File: src/hdl/avsm_pkg.sv
// ----------------------------------------------------------------------------
// avsm_pkg
// Shared constants and types for the skip mode reference selection block.
// ----------------------------------------------------------------------------
package avsm_pkg;

    localparam int NUM_REFS   = 7;
    localparam int HINT_WIDTH = 8;

    // signed wrapped distance, one bit wider than a hint
    localparam int DIST_W   = HINT_WIDTH + 1;
    localparam int IDX_W    = (NUM_REFS > 1) ? $clog2(NUM_REFS) : 1;
    localparam int FRAME_W  = 3;
    localparam int BITS_W   = 4;

    // configuration port
    localparam int CFG_ADDR_W = 1;
    localparam int CFG_DATA_W = 4;
    localparam logic [CFG_ADDR_W-1:0] REG_ORDER_HINT_ENABLE = 1'd0;
    localparam logic [CFG_ADDR_W-1:0] REG_ORDER_HINT_BITS   = 1'd1;
    localparam logic [BITS_W-1:0]     ORDER_HINT_BITS_RST   = 4'd7;

    // input tdata layout
    localparam int IN_INTRA_LSB   = 0;
    localparam int IN_REFSEL_LSB  = 1;
    localparam int IN_CUR_LSB     = 2;
    localparam int IN_REF0_LSB    = IN_CUR_LSB + HINT_WIDTH;
    localparam int IN_PRESENT_LSB = IN_REF0_LSB + 7 * HINT_WIDTH;
    localparam int S_TDATA_W      = ((IN_PRESENT_LSB + 1 + 7) / 8) * 8;

    // output tdata layout
    localparam int M_TDATA_W = 8;

    typedef logic [HINT_WIDTH-1:0]    hint_t;
    typedef logic signed [DIST_W-1:0] dist_t;
    typedef logic [IDX_W-1:0]         idx_t;
    typedef logic [FRAME_W-1:0]       frame_t;
    typedef logic [BITS_W-1:0]        bits_t;

    typedef struct packed {
        logic en2;
        logic en3;
    } pipe_ctl_t;

    typedef struct packed {
        logic   allowed;
        frame_t first;
        frame_t second;
        logic   present;
    } result_t;

endpackage

File: src/hdl/avsm_lane.sv
// ----------------------------------------------------------------------------
// avsm_lane
// One reference slot: wrapped signed distance of its hint from the current
// hint, modulo 2^bits, registered.
// ----------------------------------------------------------------------------
module avsm_lane (
    input  logic                 aclk,
    input  logic                 en,
    input  avsm_pkg::hint_t      hint,
    input  avsm_pkg::hint_t      cur,
    input  avsm_pkg::bits_t      bits,
    output avsm_pkg::dist_t      dist_reg
);

    avsm_pkg::hint_t diff;
    avsm_pkg::hint_t mask;
    logic            sign;
    avsm_pkg::dist_t dist_next;

    always_comb begin
        diff = cur;
        diff = hint - cur;
        for (int k = 0; k < avsm_pkg::HINT_WIDTH; k++) begin
            mask[k] = (k < int'(bits));
        end
        sign = diff[3'(bits - 4'd1)];
        // sign extend from the top used bit
        dist_next = {sign, (diff & mask) | (sign ? ~mask : '0)};
    end

    always_ff @(posedge aclk) begin
        if (en) begin
            dist_reg <= dist_next;
        end
    end

endmodule

File: src/hdl/avsm_merge.sv
// ----------------------------------------------------------------------------
// avsm_merge
// Combines the lane distances: nearest forward and backward slot, then the
// second forward slot when no backward one exists, and the final result.
// ----------------------------------------------------------------------------
module avsm_merge (
    input  logic                 aclk,
    input  avsm_pkg::pipe_ctl_t  ctl,
    input  avsm_pkg::bits_t      bits,
    input  avsm_pkg::dist_t      lane_dist [avsm_pkg::NUM_REFS],
    input  logic                 cand,
    input  logic                 present,
    output avsm_pkg::result_t    result_reg
);

    // stage 2: nearest forward / backward
    logic            fwd_found_next, bwd_found_next;
    avsm_pkg::idx_t  fwd_idx_next, bwd_idx_next;
    avsm_pkg::dist_t fwd_d_next, bwd_d_next;

    logic            fwd_found_reg, bwd_found_reg;
    avsm_pkg::idx_t  fwd_idx_reg, bwd_idx_reg;
    avsm_pkg::dist_t fwd_d_reg;
    avsm_pkg::dist_t dist2_reg [avsm_pkg::NUM_REFS];
    logic            cand2_reg, present2_reg;

    always_comb begin
        fwd_found_next = 1'b0;
        bwd_found_next = 1'b0;
        fwd_idx_next   = '0;
        bwd_idx_next   = '0;
        fwd_d_next     = '0;
        bwd_d_next     = '0;
        for (int i = 0; i < avsm_pkg::NUM_REFS; i++) begin
            if (lane_dist[i] < 0) begin
                if (!fwd_found_next || lane_dist[i] > fwd_d_next) begin
                    fwd_found_next = 1'b1;
                    fwd_idx_next   = avsm_pkg::IDX_W'(i);
                    fwd_d_next     = lane_dist[i];
                end
            end else if (lane_dist[i] > 0) begin
                if (!bwd_found_next || lane_dist[i] < bwd_d_next) begin
                    bwd_found_next = 1'b1;
                    bwd_idx_next   = avsm_pkg::IDX_W'(i);
                    bwd_d_next     = lane_dist[i];
                end
            end
        end
    end

    always_ff @(posedge aclk) begin
        if (ctl.en2) begin
            fwd_found_reg <= fwd_found_next;
            bwd_found_reg <= bwd_found_next;
            fwd_idx_reg   <= fwd_idx_next;
            bwd_idx_reg   <= bwd_idx_next;
            fwd_d_reg     <= fwd_d_next;
            dist2_reg     <= lane_dist;
            cand2_reg     <= cand;
            present2_reg  <= present;
        end
    end

    // stage 3: second forward slot and ordering
    logic                        sec_found;
    avsm_pkg::idx_t              sec_idx;
    avsm_pkg::dist_t             sec_d;
    logic [avsm_pkg::DIST_W-1:0] half;
    logic                        fwd_at_half;
    logic                        oth_found;
    avsm_pkg::idx_t              oth_idx;
    logic                        allowed;
    avsm_pkg::idx_t              lo_idx, hi_idx;
    avsm_pkg::result_t           result_next;

    always_comb begin
        sec_found   = 1'b0;
        sec_idx     = '0;
        sec_d       = '0;
        half        = avsm_pkg::DIST_W'(1) << (bits - 4'd1);
        // forward pick half the hint space away: a slot on the current
        // frame wraps to behind it
        fwd_at_half = ($unsigned(fwd_d_reg) + half) == '0;
        for (int i = 0; i < avsm_pkg::NUM_REFS; i++) begin
            if (dist2_reg[i] < fwd_d_reg || (fwd_at_half && dist2_reg[i] == '0)) begin
                if (!sec_found || dist2_reg[i] > sec_d) begin
                    sec_found = 1'b1;
                    sec_idx   = avsm_pkg::IDX_W'(i);
                    sec_d     = dist2_reg[i];
                end
            end
        end
        oth_found = bwd_found_reg ? 1'b1 : sec_found;
        oth_idx   = bwd_found_reg ? bwd_idx_reg : sec_idx;
        allowed   = cand2_reg && fwd_found_reg && oth_found;
        lo_idx    = (fwd_idx_reg < oth_idx) ? fwd_idx_reg : oth_idx;
        hi_idx    = (fwd_idx_reg < oth_idx) ? oth_idx : fwd_idx_reg;

        result_next.allowed = allowed;
        result_next.first   = allowed ? avsm_pkg::FRAME_W'(lo_idx) + 3'd1 : '0;
        result_next.second  = allowed ? avsm_pkg::FRAME_W'(hi_idx) + 3'd1 : '0;
        result_next.present = allowed && present2_reg;
    end

    always_ff @(posedge aclk) begin
        if (ctl.en3) begin
            result_reg <= result_next;
        end
    end

endmodule

File: src/hdl/av1_skip_mode_frame_select_core.sv
// ----------------------------------------------------------------------------
// av1_skip_mode_frame_select_core
// Skip mode reference selection for one frame header per transaction.
//
//   channel   dir   width  contents
//   s_axis    in    72     intra, refsel, cur hint, 7 ref hints, present bit
//   m_axis    out   8      allowed, first frame, second frame, present
//   cfg       in    1+4    order_hint_enable, order_hint_bits
//
// Three register stages: lane distances, nearest forward/backward merge,
// second forward search and output. One transaction per cycle sustained
// while m_tready is high. Each stage has its own valid bit, so a stalled
// output only blocks the input once all stages are full. aresetn is
// synchronous and clears the valid bits and the configuration registers.
// ----------------------------------------------------------------------------
module av1_skip_mode_frame_select_core (
    input  logic                              aclk,
    input  logic                              aresetn,

    // cfg_wdata: register value
    input  logic                              cfg_wr_en,
    input  logic [avsm_pkg::CFG_ADDR_W-1:0]   cfg_addr,
    input  logic [avsm_pkg::CFG_DATA_W-1:0]   cfg_wdata,

    input  logic                              s_tvalid,
    output logic                              s_tready,
    // s_tdata: frame_is_intra, ref select, current_hint,
    //          ref_hint_0 .. ref_hint_6, present_bit, zero pad
    input  logic [avsm_pkg::S_TDATA_W-1:0]    s_tdata,

    output logic                              m_tvalid,
    input  logic                              m_tready,
    // m_tdata: skip_mode_allowed, skip_frame_first, skip_frame_second,
    //          skip_present
    output logic [avsm_pkg::M_TDATA_W-1:0]    m_tdata
);

    // configuration
    logic            ohe_reg;
    avsm_pkg::bits_t bits_reg;
    avsm_pkg::bits_t bits_wr;

    always_comb begin
        // clamp to 1..HINT_WIDTH on write
        if (cfg_wdata == '0) begin
            bits_wr = 4'd1;
        end else if (cfg_wdata > avsm_pkg::BITS_W'(avsm_pkg::HINT_WIDTH)) begin
            bits_wr = avsm_pkg::BITS_W'(avsm_pkg::HINT_WIDTH);
        end else begin
            bits_wr = cfg_wdata;
        end
    end

    always_ff @(posedge aclk) begin
        if (!aresetn) begin
            ohe_reg  <= 1'b0;
            bits_reg <= avsm_pkg::ORDER_HINT_BITS_RST;
        end else if (cfg_wr_en) begin
            unique case (cfg_addr)
                avsm_pkg::REG_ORDER_HINT_ENABLE: ohe_reg  <= cfg_wdata[0];
                avsm_pkg::REG_ORDER_HINT_BITS:   bits_reg <= bits_wr;
                default: ;
            endcase
        end
    end

    // pipeline control
    logic                v1_reg, v2_reg, v3_reg;
    logic                en1;
    avsm_pkg::pipe_ctl_t ctl;

    always_comb begin
        ctl.en3  = !v3_reg || m_tready;
        ctl.en2  = !v2_reg || ctl.en3;
        en1      = !v1_reg || ctl.en2;
        s_tready = en1;
    end

    always_ff @(posedge aclk) begin
        if (!aresetn) begin
            v1_reg <= 1'b0;
            v2_reg <= 1'b0;
            v3_reg <= 1'b0;
        end else begin
            if (en1)     v1_reg <= s_tvalid;
            if (ctl.en2) v2_reg <= v1_reg;
            if (ctl.en3) v3_reg <= v2_reg;
        end
    end

    // stage 1 sideband
    logic cand1_reg, present1_reg;

    always_ff @(posedge aclk) begin
        if (en1) begin
            cand1_reg    <= !s_tdata[avsm_pkg::IN_INTRA_LSB] &&
                            s_tdata[avsm_pkg::IN_REFSEL_LSB] && ohe_reg;
            present1_reg <= s_tdata[avsm_pkg::IN_PRESENT_LSB];
        end
    end

    // distance lanes
    avsm_pkg::dist_t lane_dist [avsm_pkg::NUM_REFS];

    for (genvar i = 0; i < avsm_pkg::NUM_REFS; i++) begin : g_lane
        avsm_lane u_lane (
            .aclk     (aclk),
            .en       (en1),
            .hint     (s_tdata[avsm_pkg::IN_REF0_LSB + i * avsm_pkg::HINT_WIDTH
                               +: avsm_pkg::HINT_WIDTH]),
            .cur      (s_tdata[avsm_pkg::IN_CUR_LSB +: avsm_pkg::HINT_WIDTH]),
            .bits     (bits_reg),
            .dist_reg (lane_dist[i])
        );
    end

    avsm_pkg::result_t result;

    avsm_merge u_merge (
        .aclk       (aclk),
        .ctl        (ctl),
        .bits       (bits_reg),
        .lane_dist  (lane_dist),
        .cand       (cand1_reg),
        .present    (present1_reg),
        .result_reg (result)
    );

    assign m_tvalid = v3_reg;
    assign m_tdata  = {result.present, result.second, result.first, result.allowed};

endmodule
File: config.mk
export PLATFORM = sky130hd
export DESIGN_NAME = av1_skip_mode_frame_select_core
export DESIGN_NICKNAME = d
export VERILOG_FILES = /design/src/hdl/avsm_pkg.sv /design/src/hdl/avsm_lane.sv /design/src/hdl/avsm_merge.sv /design/src/hdl/av1_skip_mode_frame_select_core.sv
export SDC_FILE = /design/constraint.sdc
export NUM_CORES = 1
export LEC_CHECK = 0
export ABC_AREA = 1
export ABC_CLOCK_PERIOD_IN_PS = 41000
export BUFFER_PORTS_ARGS = -buffer_cell sky130_fd_sc_hd__clkbuf_2
export CAP_MARGIN = 15
export CELL_PAD_IN_SITES_DETAIL_PLACEMENT = 0
export CELL_PAD_IN_SITES_GLOBAL_PLACEMENT = 1
export CORE_MARGIN = 4
export CORE_UTILIZATION = 52
export DETAILED_ROUTE_END_ITERATION = 10
export PLACE_DENSITY_LB_ADDON = 0.05
export SKIP_CTS_REPAIR_TIMING = 1
export SLEW_MARGIN = 20
export SYNTH_ARGS = -nofsm -noshare
export SYNTH_HDL_FRONTEND = slang
export SYNTH_SLANG_ARGS = --single-unit
File: constraint.sdc
create_clock -name aclk -period 41 [get_ports aclk]
set_input_delay 2.05 -clock aclk [delete_from_list [all_inputs] [get_ports aclk]]
set_output_delay 2.05 -clock aclk [all_outputs]
set_load 0.005 [all_outputs]
Yosys cells after proc, flatten, opt, wreduce, memory -nomap -nowiden

Index checks and enable logic that the tools add are counted.

Add/sub/neg operators: 11
Order comparisons: 50
Shifts and indexed selects: 1
Mux-type cells: 156
Bitwise operators: 16
Reduce and logical (&&, ||, !) cells: 73

Operator list:

| kind                | count |
|---|---|
| $mux 9              | 41 |
| $mux 3              | 42 |
| $lt 9x9->1          | 13 |
| $gt 9x9->1          | 12 |
| $logic_not 9->1     | 8 |
| $gt 9x1->1 const B  | 7 |
| $lt 9x1->1 const B  | 7 |
| $mux 1              | 57 |
| $and 8x8->8         | 7 |
| $mux 8              | 7 |
| $or 8x8->8          | 7 |
| $sub 8x8->8         | 7 |
| $logic_or 1x1->1    | 28 |
| $logic_not 1->1     | 22 |
| $bmux 1 s3          | 7 |
| $lt 3x4->1 const A  | 4 |
| $logic_and 1x1->1   | 12 |
| $add 9x9->9         | 1 |
| $shl 1x4->9 const A | 1 |
| $lt 1x4->1 const A  | 2 |
| $lt 2x4->1 const A  | 2 |
| $mux 4              | 2 |
| $not 8->8           | 1 |
| $add 3x1->3 const B | 2 |
| 7 further kinds     | 8 |

Register bits: 163
Output and inout port bits: 10
Logic and storage cells: 339

Depth between registers and ports, before layout

Word-level depth: 35
Depth in mapped cells: 109

Hierarchy

Synthesis repeated with hierarchy kept, for this count alone.

Cells, all modules: 2,291
Area, all modules: 17,997.3 um2

By module, submodules not included:

| module                          | instances | cells each | area each (um2) |
|---|---|---|---|
| avsm_merge                      | 1         | 1,289      | 10,408.7 |
| avsm_lane                       | 7         | 137        | 1,031.0 |
| av1_skip_mode_frame_select_core | 1         | 43         | 371.6 |

Least setup slack after synthesis

No wires, ideal clock.

Kind: flip-flop to flip-flop
Start: reg bits_reg[0]
End: reg u_merge.result_reg[6] (netlist bit), data pin
Setup time: 0.257 ns
Arrival: 14.965 ns
Slack: 25.778 ns
Cell stages (with the launch flop): 108
Path buffers: 11
Clock period less this slack: 15.222 ns
Cells stage by stage: dfxtp_1 buf_6 inv_4 clkbuf_1 ha_1 or2_4 nand2_4 clkbuf_1 nor3_1 ha_1 fa_1 nand2_1 nand2_1 a21oi_1 xor2_1 nor3_1 o21ai_0 a211oi_2 [... 72 more ...] o21a_1 o21ai_0 a211o_1 o311ai_0 nand3_1 a21oi_2 nand2_1 o21a_1 inv_1 ha_1 inv_1 a21oi_1 nand2_4 nor2_1 a21oi_1 ha_1 xnor2_1 nor2_1

Cells in the longest elaborated chain, start to end: 35
Elaborated cells between the ends (all ways): 78

RTL lines:

| what                                          | line                                  | source |
|---|---|---|
| from (decl)                                   | av1_skip_mode_frame_select_core.sv:40 | `avsm_pkg::bits_t bits_reg;` |
| from (signal assigned)                        | av1_skip_mode_frame_select_core.sv:57 | `bits_reg <= avsm_pkg::ORDER_HINT_BITS_RST;` |
| from (signal assigned)                        | av1_skip_mode_frame_select_core.sv:61 | `avsm_pkg::REG_ORDER_HINT_BITS: bits_reg <= bits_wr;` |
| $sub 4x1->4 (*)                               | avsm_merge.sv:80                      | `half = avsm_pkg::DIST_W'(1) << (bits - 4'd1);` |
| $shl 1x4->9 (*)                               | avsm_merge.sv:80                      |  |
| $add 9x9->9 (*)                               | avsm_merge.sv:83                      | `fwd_at_half = ($unsigned(fwd_d_reg) + half) == '0;` |
| $logic_not 9->1 (*)                           | avsm_merge.sv:83                      |  |
| $logic_and 1x1->1                             | avsm_merge.sv:85                      | `if (dist2_reg[i] < fwd_d_reg \|\| (fwd_at_half && dist2_reg[i] == '0)) begin` |
| $logic_or 1x1->1                              | avsm_merge.sv:85                      |  |
| $mux 9 or $mux 1 (tied branches)              | avsm_merge.sv:85                      |  |
| $gt 9x9->1 or $logic_not 1->1 (tied branches) | avsm_merge.sv:86                      | `if (!sec_found \|\| dist2_reg[i] > sec_d) begin` |
| [... 19 more ...]                             | -                                     |  |
| $gt 9x9->1 or $logic_not 1->1 (tied branches) | avsm_merge.sv:86                      |  |
| $logic_or 1x1->1                              | avsm_merge.sv:86                      |  |
| $mux 3                                        | avsm_merge.sv:86                      |  |
| $mux 3                                        | avsm_merge.sv:85                      |  |
| $mux 3                                        | avsm_merge.sv:94                      | `oth_idx = bwd_found_reg ? bwd_idx_reg : sec_idx;` |
| $lt 3x3->1                                    | avsm_merge.sv:96                      | `lo_idx = (fwd_idx_reg < oth_idx) ? fwd_idx_reg : oth_idx;` |
| $mux 3                                        | avsm_merge.sv:96                      |  |
| $add 3x1->3                                   | avsm_merge.sv:100                     | `result_next.first = allowed ? avsm_pkg::FRAME_W'(lo_idx) + 3'd1 : '0;` |
| to (signal assigned)                          | avsm_merge.sv:107                     | `result_reg <= result_next;` |
| to (decl)                                     | avsm_merge.sv:13                      | `output avsm_pkg::result_t result_reg` |

Mark *: on every way between the ends. The rest lies on a longest branch, timed or not.
A chain may end at the register's enable or synchronous reset.

Final worst setup path

Ends and elaborated chain as after synthesis.

==> impl_metrics.json <==
{
  "outcome": "finished, final reports clean",
  "synth_cell_types": 70,
  "arrival_ns": 17.69,
  "async_flop_share": 0,
  "clk_latency_ns": 0.43,
  "worst_pin_slew_ns": 1.02,
  "wl_per_cell_microns": 16.6,
  "wirelength_microns": 39500,
  "antenna_cells": 0,
  "ant_nets": 0,
  "ys_warn_count": 0,
  "cts_max_level": 4,
  "fmax_ghz": 0.0571,
  "final_net_count": 2337,
  "finalMaxSlewViolations": 0,
  "avgSynthCellArea_sq_um": 8.39,
  "fin_area_sq_mm": 0.0173,
  "maxCapViolCount": 0,
  "grt_overflow": 0,
  "track_usage": 0.238,
  "synth_cells": 1898,
  "rows": 63,
  "fillCellCount": 2818,
  "cpPeakStageDelay_ns": 0.69,
  "cpMaxStageDelayCell": "nand2_1",
  "finClkSkew_ns": 0.0111,
  "antenna_found_initial": 0,
  "dr.pass1.iters": 5,
  "io_buffers": 86,
  "area_growth_pct": 8.91,
  "startpoint": "bits_reg[0]",
  "critPathLaunchType": "register",
  "syn-cell-area_sq_mm": 0.0159,
  "fin_crit_sh": 0.427,
  "setup_tns_ns": 0,
  "grt_pass1_wl_microns": 64200,
  "dr.first_iter.drc_count": 780,
  "cts-root-buf": "clkbuf_16",
  "worstPathRequired_ns": 41.18,
  "fin_util": 0.579,
  "max_slew_margin": 0.318,
  "ios": 92,
  "gp_congestion": 0.885,
  "via_per_inst": 5.56,
  "worstPathBufferInverterCount": 7,
  "setup_viol": 0,
  "start_util": 0.532,
  "syn_nets": 2266,
  "min_from": "present1_reg",
  "cp-end-kind": "register",
  "ys_seq_elements": 163,
  "critPathKind": "reg -> reg",
  "drive_above_1_share": 0.136,
  "numClockSinks": 163,
  "placed_cell_area_sq_mm": 0.0167,
  "clk_pin_slew_ns": 0.07,
  "dieArea_sq_mm": 0.0335,
  "synth-edff-count": 155,
  "die_h_microns": 183,
  "cp_max_fo": 41,
  "drc": 0,
  "dp_hpwl_microns": 32800,
  "crit_family": "compound AO/OA/AOI/OAI gates",
  "grt_pass1_vias": 12800,
  "cts_buffers": 17,
  "cts_buffer_depth": 2,
  "core-area_sq_mm": 0.0300,
  "hp-class": "reg -> reg",
  "cts_tree": "yes",
  "ys.flop_type": "edfxtp_1",
  "regToRegStartpoint": "bits_reg[0]",
  "die_w_microns": 183,
  "period_needed_ns": 17.51,
  "rsz0062_at_grt": "no",
  "hold_viol_final": 0,
  "grt_max_degree": 83,
  "seq_area_frac_synth": 0.302,
  "vias": 13200
}
cells in the mapped netlist, types with 6 or more instances:
master / instances / area (sq um)
nand2_1: 335 / 1260
ha_1: 278 / 3480
o21ai_0: 200 / 1000
inv_1: 182 / 683
nor2_1: 157 / 589
edfxtp_1: 155 / 4650
a21oi_1: 123 / 616
nand2_2: 64 / 400
o21ai_2: 47 / 412
xor2_1: 47 / 412
nand3_1: 42 / 210
nor3_1: 28 / 140
clkbuf_1: 22 / 82.6
a211oi_1: 19 / 143
nand4_1: 15 / 93.8
nor4_1: 15 / 93.8
o211ai_1: 12 / 90.1
xnor2_1: 11 / 96.3
o21bai_1: 10 / 75.1
o221ai_1: 10 / 87.6
dfxtp_1: 8 / 160
fa_1: 8 / 160
buf_1: 7 / 26.3
o21a_1: 7 / 52.6
a211o_1: 6 / 52.6
a21o_1: 6 / 45.0
cells by family (layout without fill, tap and decap cells):
kind of cell | after synthesis | after routing | synth area share
and+or+nand+nor | 673 | 673 | 0.188
buffers and inverters | 231 | 315 | 0.0590
AOI/OAI and AO/OA | 485 | 485 | 0.188
DFF | 163 | 163 | 0.302
xor gates and xnor gates | 60 | 60 | 0.0347
adders and majority gates | 286 | 286 | 0.228
area by class of cell:
| type | count | area (sq um) | share of cell area |
|---|---|---|---|
| Clock inverter | 15 | 215 | 0.0124 |
| Clock buffer | 17 | 425 | 0.0245 |
| Timing Repair Buffer | 94 | 494 | 0.0285 |
| Multi-Input combinational cell | 1504 | 10200 | 0.588 |
| Inverter | 189 | 714 | 0.0412 |
| Sequential cell | 163 | 4810 | 0.278 |
| Tap cell | 390 | 488 | 0.0281 |
metal layers:
metal  part of all wire  wire length (microns)  global-route usage  vias to the layer above
li1                   -                      -                   -                     6839
met1               0.47                  18700               0.322                     6030
met2               0.47                  18600               0.404                      261
met3              0.037                   1470              0.0294                       49
met4              0.018                    709              0.0703                        0
met5                  0                      0                   0                        -
metrics by stage:
| stage | std cells | hold WS [ns] | setup WS (ns) |
|---|---|---|---|
| floorplan | 1898 | 0.400 | 25.78 |
| global placement | 2339 | 0.402 | 22.99 |
| detailed placement | 2339 | 0.407 | 22.77 |
| CTS | 2371 | 0.423 | 22.73 |
| global route | 2372 | 0.442 | 21.70 |
| finish | 2372 | 0.421 | 23.49 |
cells in the final DEF (no fill, tap or decap), types with 4 or more instances in the layout:
master,instances
a211o_1,6
dfxtp_1,8
o21ai_0,200
inv_6,7
o21ai_2,46
clkbuf_16,17
inv_2,6
edfxtp_1,155
a211oi_1,19
nor3_1,28
buf_4,7
o21bai_1,10
nor4_1,15
bufinv_16,4
nand2_1,334
inv_1,181
ha_1,278
o211ai_1,12
nand2_2,65
xor2_1,47
o21a_1,7
o221ai_1,10
fa_1,8
a221o_1,5
a21o_1,6
nand4_1,15
nand3_1,42
a21oi_1,123
clkbuf_2,86
xnor2_1,11
nor2_1,157
worst paths after layout:
kind | endpoint | depth (start not counted) | slack, ns
worst min register to register | u_merge.present2_reg | 0 | 0.42
worst min-delay path | u_merge.present2_reg | 0 | 0.42
worst max-delay path | u_merge.result_reg[6] | 98 | 23.49
worst max register to register | u_merge.result_reg[6] | 98 | 23.49
Power is not shown: default switching activity piles up to over one toggle a cycle in this logic, so the estimate is an artifact.
